## src/rtl/istk_pkg.sv

```systemverilog
`default_nettype none
// ---------------------------------------------------------------------------
// istk_pkg: shared types and constants for the indexed stack engine
// Depth, widths, request and status codes, control bundle between units.
// ---------------------------------------------------------------------------
package istk_pkg;

	localparam int DEPTH  = 16;
	localparam int IDX_W  = $clog2(DEPTH);
	localparam int CNT_W  = $clog2(DEPTH + 1);
	localparam int WORD_W = 32;
	localparam int POS_W  = 4;
	localparam int KIND_W = 3;
	localparam int STAT_W = 2;
	localparam int CMP_W  = POS_W + CNT_W;

	localparam int IN_BITS      = WORD_W + POS_W;
	localparam int IN_TDATA_W   = ((IN_BITS + 7) / 8) * 8;
	localparam int IN_TUSER_W   = KIND_W;
	localparam int OUT_BITS     = STAT_W + WORD_W + CNT_W;
	localparam int OUT_TDATA_W  = ((OUT_BITS + 7) / 8) * 8;

	typedef logic signed [WORD_W-1:0] word_t;
	typedef logic [CNT_W-1:0]         cnt_t;
	typedef logic [IDX_W-1:0]         idx_t;

	typedef enum logic [KIND_W-1:0] {
		K_PUSH     = 3'd0,
		K_POP      = 3'd1,
		K_INS_BOT  = 3'd2,
		K_INS_AT   = 3'd3,
		K_REM_BOT  = 3'd4,
		K_REM_AT   = 3'd5,
		K_REVERSE  = 3'd6
	} kind_t;

	typedef enum logic [STAT_W-1:0] {
		ST_OK    = 2'd0,
		ST_NOPOS = 2'd1,
		ST_FULL  = 2'd2,
		ST_EMPTY = 2'd3
	} status_t;

	typedef enum logic [1:0] {
		OP_NONE = 2'd0,
		OP_INS  = 2'd1,
		OP_REM  = 2'd2,
		OP_REV  = 2'd3
	} op_t;

	// what the storage array must do for one request
	typedef struct packed {
		op_t  op;
		idx_t at;
		logic pop;
	} ctl_t;

endpackage
`default_nettype wire

```

## src/rtl/istk_ctrl.sv

```systemverilog
`default_nettype none
// ---------------------------------------------------------------------------
// istk_ctrl: request decode
// Checks a request against the fill count, picks the status, the new count
// and the array operation.
// ---------------------------------------------------------------------------
module istk_ctrl
	import istk_pkg::*;
(
	input  wire logic [KIND_W-1:0] kind,
	input  wire logic [POS_W-1:0]  position,
	input  wire cnt_t              fill,
	output status_t                status,
	output cnt_t                   fill_nxt,
	output ctl_t                   ctl
);

	logic empty;
	logic full;
	logic pos_bad;

	assign empty   = (fill == '0);
	assign full    = (fill >= CNT_W'(DEPTH));
	assign pos_bad = (CMP_W'(position) >= CMP_W'(fill));

	always_comb begin
		status   = ST_OK;
		fill_nxt = fill;
		ctl.op   = OP_NONE;
		ctl.at   = '0;
		ctl.pop  = 1'b0;
		case (kind)
			K_PUSH: begin
				if (full) begin
					status = ST_FULL;
				end else begin
					ctl.op   = OP_INS;
					ctl.at   = fill[IDX_W-1:0];
					fill_nxt = fill + 1'b1;
				end
			end
			K_POP: begin
				if (empty) begin
					status = ST_EMPTY;
				end else begin
					ctl.pop  = 1'b1;
					fill_nxt = fill - 1'b1;
				end
			end
			K_INS_BOT: begin
				if (full) begin
					status = ST_FULL;
				end else begin
					ctl.op   = OP_INS;
					fill_nxt = fill + 1'b1;
				end
			end
			K_INS_AT: begin
				// an empty stack still takes an insert at the bottom slot
				if (pos_bad && !(empty && position == '0)) begin
					status = ST_NOPOS;
				end else if (full) begin
					status = ST_FULL;
				end else begin
					ctl.op   = OP_INS;
					ctl.at   = IDX_W'(position);
					fill_nxt = fill + 1'b1;
				end
			end
			K_REM_BOT: begin
				if (empty) begin
					status = ST_EMPTY;
				end else begin
					ctl.op   = OP_REM;
					fill_nxt = fill - 1'b1;
				end
			end
			K_REM_AT: begin
				if (empty) begin
					status = ST_EMPTY;
				end else if (pos_bad) begin
					status = ST_NOPOS;
				end else begin
					ctl.op   = OP_REM;
					ctl.at   = IDX_W'(position);
					fill_nxt = fill - 1'b1;
				end
			end
			K_REVERSE: begin
				ctl.op = OP_REV;
			end
			default: begin
			end
		endcase
	end

endmodule
`default_nettype wire

```

## src/rtl/istk_array.sv

```systemverilog
`default_nettype none
// ---------------------------------------------------------------------------
// istk_array: entry storage
// One register per entry, each with its own shift/insert/mirror selector so
// any operation updates all entries together.
// ---------------------------------------------------------------------------
module istk_array
	import istk_pkg::*;
(
	input  wire logic clk,
	input  wire logic en,
	input  wire ctl_t ctl,
	input  wire cnt_t fill,
	input  wire word_t word,
	output word_t     top_rd
);

	word_t entries_q [DEPTH];
	word_t entries_nxt [DEPTH];
	cnt_t  top_idx;

	assign top_idx = fill - 1'b1;
	assign top_rd  = entries_q[top_idx[IDX_W-1:0]];

	for (genvar i = 0; i < DEPTH; i++) begin : g_ent
		word_t below_w;
		word_t above_w;
		cnt_t  mir_idx;

		if (i > 0) begin : g_lo
			assign below_w = entries_q[i-1];
		end else begin : g_lo0
			assign below_w = '0;
		end

		if (i < DEPTH - 1) begin : g_hi
			assign above_w = entries_q[i+1];
		end else begin : g_hiN
			assign above_w = '0;
		end

		// mirror partner, only meaningful below the fill level
		assign mir_idx = fill - CNT_W'(i + 1);

		always_comb begin
			entries_nxt[i] = entries_q[i];
			case (ctl.op)
				OP_INS: begin
					if (IDX_W'(i) == ctl.at) begin
						entries_nxt[i] = word;
					end else if (IDX_W'(i) > ctl.at && CNT_W'(i) <= fill) begin
						entries_nxt[i] = below_w;
					end
				end
				OP_REM: begin
					if (IDX_W'(i) >= ctl.at && CNT_W'(i + 1) < fill) begin
						entries_nxt[i] = above_w;
					end
				end
				OP_REV: begin
					if (CNT_W'(i) < fill) begin
						entries_nxt[i] = entries_q[mir_idx[IDX_W-1:0]];
					end
				end
				default: begin
				end
			endcase
		end
	end

	always_ff @(posedge clk) begin
		if (en) begin
			entries_q <= entries_nxt;
		end
	end

endmodule
`default_nettype wire

```

## src/rtl/indexed_stack_engine.sv

```systemverilog
`default_nettype none
// ---------------------------------------------------------------------------
// indexed_stack_engine: bounded stack with indexed insert and remove
// Request beat lands in _s1, result in _s2; one request per cycle sustained
// while _s2 is free or drained, as the fill count and entries update in the
// same edge that registers the result. Reset clears the fill count and both
// valid flags; entries are not reset and only those below the count are read.
// ---------------------------------------------------------------------------
module indexed_stack_engine
	import istk_pkg::*;
(
	input  wire logic                   clk,
	input  wire logic                   arst_n,
	// request side
	input  wire logic                   s_tvalid,
	output logic                        s_tready,
	input  wire logic [IN_TDATA_W-1:0]  s_tdata,   // value[31:0], position[35:32], zero pad
	input  wire logic [IN_TUSER_W-1:0]  s_tuser,   // kind[2:0]
	// result side
	output logic                        m_tvalid,
	input  wire logic                   m_tready,
	output logic [OUT_TDATA_W-1:0]      m_tdata    // status[1:0], top_word[33:2],
	                                                // entry_count[38:34], zero pad
);

	// Pipeline: request beat lands in the _s1 register; decode, the entry
	// selectors and the fill update all sit between _s1 and the result
	// register _s2. The whole pipe advances whenever _s2 is free or drained.

	logic                 valid_s1;
	logic [KIND_W-1:0]    kind_s1;
	word_t                value_s1;
	logic [POS_W-1:0]     position_s1;

	logic                 valid_s2;
	status_t              status_s2;
	word_t                top_word_s2;
	cnt_t                 count_s2;

	cnt_t                 fill_q;

	logic                 adv;
	logic                 fire;
	status_t              status;
	cnt_t                 fill_nxt;
	ctl_t                 ctl;
	word_t                top_rd;

	assign adv      = !valid_s2 || m_tready;
	assign fire     = valid_s1 && adv;
	assign s_tready = !valid_s1 || adv;

	// input register
	always_ff @(posedge clk or negedge arst_n) begin
		if (!arst_n) begin
			valid_s1 <= 1'b0;
		end else if (s_tready) begin
			valid_s1 <= s_tvalid;
		end
	end

	always_ff @(posedge clk) begin
		if (s_tvalid && s_tready) begin
			kind_s1     <= s_tuser[KIND_W-1:0];
			value_s1    <= s_tdata[WORD_W-1:0];
			position_s1 <= s_tdata[WORD_W +: POS_W];
		end
	end

	// decode against the live count
	istk_ctrl u_ctrl (
		.kind     (kind_s1),
		.position (position_s1),
		.fill     (fill_q),
		.status   (status),
		.fill_nxt (fill_nxt),
		.ctl      (ctl)
	);

	// entries are only written on a beat that actually moves on
	istk_array u_array (
		.clk    (clk),
		.en     (fire),
		.ctl    (ctl),
		.fill   (fill_q),
		.word   (value_s1),
		.top_rd (top_rd)
	);

	always_ff @(posedge clk or negedge arst_n) begin
		if (!arst_n) begin
			fill_q <= '0;
		end else if (fire) begin
			fill_q <= fill_nxt;
		end
	end

	// result register
	always_ff @(posedge clk or negedge arst_n) begin
		if (!arst_n) begin
			valid_s2 <= 1'b0;
		end else if (adv) begin
			valid_s2 <= valid_s1;
		end
	end

	always_ff @(posedge clk) begin
		if (fire) begin
			status_s2   <= status;
			top_word_s2 <= ctl.pop ? top_rd : '0;
			count_s2    <= fill_nxt;
		end
	end

	assign m_tvalid = valid_s2;
	assign m_tdata  = OUT_TDATA_W'({count_s2, top_word_s2, status_s2});

	// ---------------------------------------------------------------------
	// checks
	// ---------------------------------------------------------------------

	// count never runs past the storage
	a_fill_bound: assert property (@(posedge clk) disable iff (!arst_n)
		fill_q <= CNT_W'(DEPTH))
		else $error("fill count beyond depth");

	// a refused request leaves the count alone
	a_fail_keeps: assert property (@(posedge clk) disable iff (!arst_n)
		fire && status != ST_OK |=> fill_q == $past(fill_q))
		else $error("failed request changed the count");

	// the registered count matches the state it was taken from
	a_count_track: assert property (@(posedge clk) disable iff (!arst_n)
		fire |=> count_s2 == fill_q)
		else $error("result count differs from stored count");

	// only a good pop carries a word
	a_word_zero: assert property (@(posedge clk) disable iff (!arst_n)
		valid_s2 && status_s2 != ST_OK |-> top_word_s2 == '0)
		else $error("word returned on a failed request");

endmodule
`default_nettype wire
```

## config.mk

```make
export PLATFORM = sky130hd
export DESIGN_NAME = indexed_stack_engine
export DESIGN_NICKNAME = d
export VERILOG_FILES = /design/src/rtl/istk_pkg.sv /design/src/rtl/istk_ctrl.sv /design/src/rtl/istk_array.sv /design/src/rtl/indexed_stack_engine.sv
export SDC_FILE = /design/constraint.sdc
export NUM_CORES = 2
export LEC_CHECK = 0
export BUFFER_PORTS_ARGS = -buffer_cell sky130_fd_sc_hd__buf_2
export CAP_MARGIN = 20
export CORE_UTILIZATION = 49
export DETAILED_ROUTE_END_ITERATION = 16
export GPL_ROUTABILITY_DRIVEN = 0
export PLACE_DENSITY = 0.67
export SLEW_MARGIN = 10
export SYNTH_ARGS = -nofsm -noshare
export SYNTH_HDL_FRONTEND = slang
export SYNTH_SLANG_ARGS = --single-unit
export TNS_END_PERCENT = 10
```

## constraint.sdc

```tcl
create_clock -name clk -period 9.4 [get_ports clk]
set_input_delay 1.88 -clock clk [delete_from_list [all_inputs] [get_ports clk]]
set_output_delay 1.88 -clock clk [all_outputs]
set_load 0.01 [all_outputs]
```

==> impl_metrics.py <==
metrics = {
    "floorplan": {
        "die_h_um": 338,
        "core_region_area_mm2": 0.112,
        "io_pins": 89,
        "die_w_um": 338,
        "die-area_mm2": 0.115,
        "rows": 123,
        "start_util_pct": 49.4,
    },
    "synth": {
        "postSynthCellCount": 5330,
        "yosysUniqueCellTypes": 72,
        "ys.flop_type": "edfxtp_1",
        "synth_warnings": 0,
        "syn_area_per_cell_um2": 10.4,
        "async_flop_share_pct": 1.17,
        "syn-num-nets": 5397,
        "synth-seq-cells": 597,
        "synth_area_mm2": 0.0555,
        "synth_top_cell_area_share_pct": 32.0,
        "yosys-top-cells-area": "edfxtp_1 (32%), mux4_2 (21%), o211ai_1 (12%)",
        "synth.largest_area_cell": "edfxtp_1",
        "seq_area_frac_synth_pct": 32.3,
        "synth_edf_count": 590,
    },
    "clock_network": {
        "clk_root_buffer_cell": "clkbuf_16",
        "ctsResizeCount": 0,
        "post-cts-setup-buffer-count": 0,
        "clockBufferDepth": 3,
        "htree_levels": 3,
        "cts_tree": "done",
        "cts_buffers": 77,
        "hold_buffers": 0,
        "clk_pin_slew_ps": 50,
        "cts_sinks": 597,
        "insertion_delay_ps": 690,
    },
    "min_path": {
        "hold_depth": 1,
        "min-delay-path-class": "reg -> reg",
        "hold_start": "valid_s1",
        "whs_endpoint": "m_tvalid",
    },
    "timing": {
        "setup_slack_ps": 2390,
        "finClkSkew_ps": 29.3,
        "setup_violations": 0,
        "hold_ws_ps": 505,
        "tightestPinTransition_ps": 1290,
        "fin_crit_ps": 7010,
        "max_slew_margin_pct": 14.1,
        "fmax_mhz": 143,
        "finalCritPeriodShare_pct": 74.6,
        "rsz0062_at_grt": "false",
        "hold_violations": 0,
        "finalMaxSlewViolations": 0,
        "final.setup.tns_ps": 0,
    },
    "setup_path": {
        "crit_path_frequent_cell": "buf_4",
        "cpPeakStageDelay_ps": 1030,
        "critPathCaptureType": "flop",
        "path_class": "reg -> reg",
        "crit_family": "buffers and inverters",
        "cp-start-kind": "flop",
        "ff2ff_path_depth": 14,
        "crit_path_top_delay_cell": "buf_4",
        "reg2reg_from": "fill_q[3]",
        "rr_endpoint": "u_array.g_ent[5].above_w[16]",
        "reg2reg_slack_ps": 2390,
        "cp_num_buf_inv": 5,
        "arrival_ps": 7300,
        "path_max_fanout": 70,
        "path_cells": "inv_4 > ha_4 > and2_1 > nand2_1 > and3_1 > o21a_1 > a32o_4 > buf_4 > o21ai_4 > buf_4 > buf_4 > o211ai_1 > a31oi_4 > buf_4",
        "worstPathRequired_ps": 9690,
    },
    "finish": {
        "area_growth_pct": 7.41,
        "fin_area_mm2": 0.0596,
        "final_util_pct": 53.0,
        "fill_cells": 9743,
        "mostFrequentLayoutCell": "nand2_1",
        "final_cell_mix": "nand2_1 (1095), o211ai_1 (879), edfxtp_1 (590)",
        "layout-drive-gt1-share_pct": 19.6,
        "ff_latch_area_mm2": 0.0179,
        "multi_input_area_mm2": 0.0355,
        "fin_nets": 5030,
    },
    "placement": {
        "hpwl_mm": 127,
        "dp_slack_ps": 2790,
        "io_buffers": 83,
        "place_area_mm2": 0.0569,
    },
    "drt": {
        "drc": 0,
        "wl_per_cell_um": 37.6,
        "detail-route-antenna-nets": 0,
        "viasPerCell": 8.32,
        "drt_first_pass_iters": 10,
        "first_iter_violations": 11100,
        "wl_mm": 245,
        "num_vias": 54400,
    },
    "grt": {
        "grt_use_total_pct": 41.4,
        "grt_max_degree": 171,
        "grt_pass1_wl_mm": 351,
        "grt_pass1_vias": 51500,
        "antenna_found_initial": 1,
        "overflow": 0,
    },
    "power": {
        "p_leak_nw": 19.3,
        "power.density_mw_per_mm2": 457,
        "ir_drop_v": 0.000684,
    },
    "flow_run": {
        "drv_cap": 0,
    },
    "status": {
        "status": "completed",
    },
}
## layer usage
metal	global-route usage [%]	vias to the layer above	wire length (um)	part of all wire (%)
met5	0	-	27	0.011
li1	-	21100	-	-
met2	56.0	5821	98200	40
met3	19.7	1271	46700	19
met4	25.1	4	17800	7.2
met1	53.1	26200	82700	34
## registers in the layout (all words and copies together), names as in the netlist
name	count
count_s2	5
fill_q	5
kind_s1	3
m_tvalid	1
position_s1	4
status_s2	2
top_word_s2	32
u_array.g_ent.above_w	416
u_array.g_ent.below_w	96
valid_s1	1
value_s1	32
## where the power goes
| part | switching, mW | internal [mW] |
|---|---|---|
| registers | 0.960 | 3.94 |
| logic | 12.2 | 6.98 |
| clock network | 1.33 | 1.84 |
## layout make-up
type,instances,share of cell area (%)
clock buffers,89,3.45
flip-flops and latches,597,30.1
multi-input cells,4063,59.7
well taps,1500,3.15
repair buffers,212,2.65
inverters,12,0.0903
diodes,6,0.0252
clock inverters,52,0.910
## cells in the mapped netlist (20+ instances only)
master and instances:
a21oi_1 100, mux2i_1 437, nand2_1 1103, buf_2 114, nor3_1 22, edfxtp_1 590, nor2_1 160, mux4_2 512
a221o_1 33, o21ai_0 109, a32oi_1 343, o211ai_1 879, a22oi_1 66, clkbuf_1 431, buf_1 108, nand3_1 22
ha_1 20, a211oi_1 38, o211ai_2 32, o221ai_1 34
## through the flow
step                cells  power, mW
global route         6525       28.1
CTS                  6522       26.2
floorplan            5330       17.5
detailed placement   6381       23.0
finish               6531       27.2
global placement     6380       22.8
## logic make-up (layout without fill, tap and decap cells)
logic type	count (synthesis)	in the layout	share of synthesized area, %
and+or+nand+nor	1345	1345	9.47
muxes	960	960	28.9
DFF	597	597	32.3
xor gates and xnor gates	17	17	0.269
other	1	7	0.00676
adders and majority gates	20	20	0.451
AOI/OAI and AO/OA	1720	1720	23.8
buffers and inverters	670	365	4.85
## worst max-delay path by stage
stage / from / to / slack (ps) / cells after the start
final: fill_q[3] / u_array.g_ent[5].above_w[16] / 2390 / 14
after global routing: fill_q[3] / u_array.g_ent[5].above_w[5] / 2480 / 13
after CTS: fill_q[3] / u_array.g_ent[5].above_w[15] / 2770 / 14
after floorplan: m_tready / u_array.g_ent[6].above_w[0] / 320 / 5
after global placement: fill_q[3] / u_array.g_ent[5].above_w[16] / 2780 / 13
after detailed placement: fill_q[3] / u_array.g_ent[5].above_w[21] / 2790 / 13
Note: power is estimated with default switching activity, not from simulation.
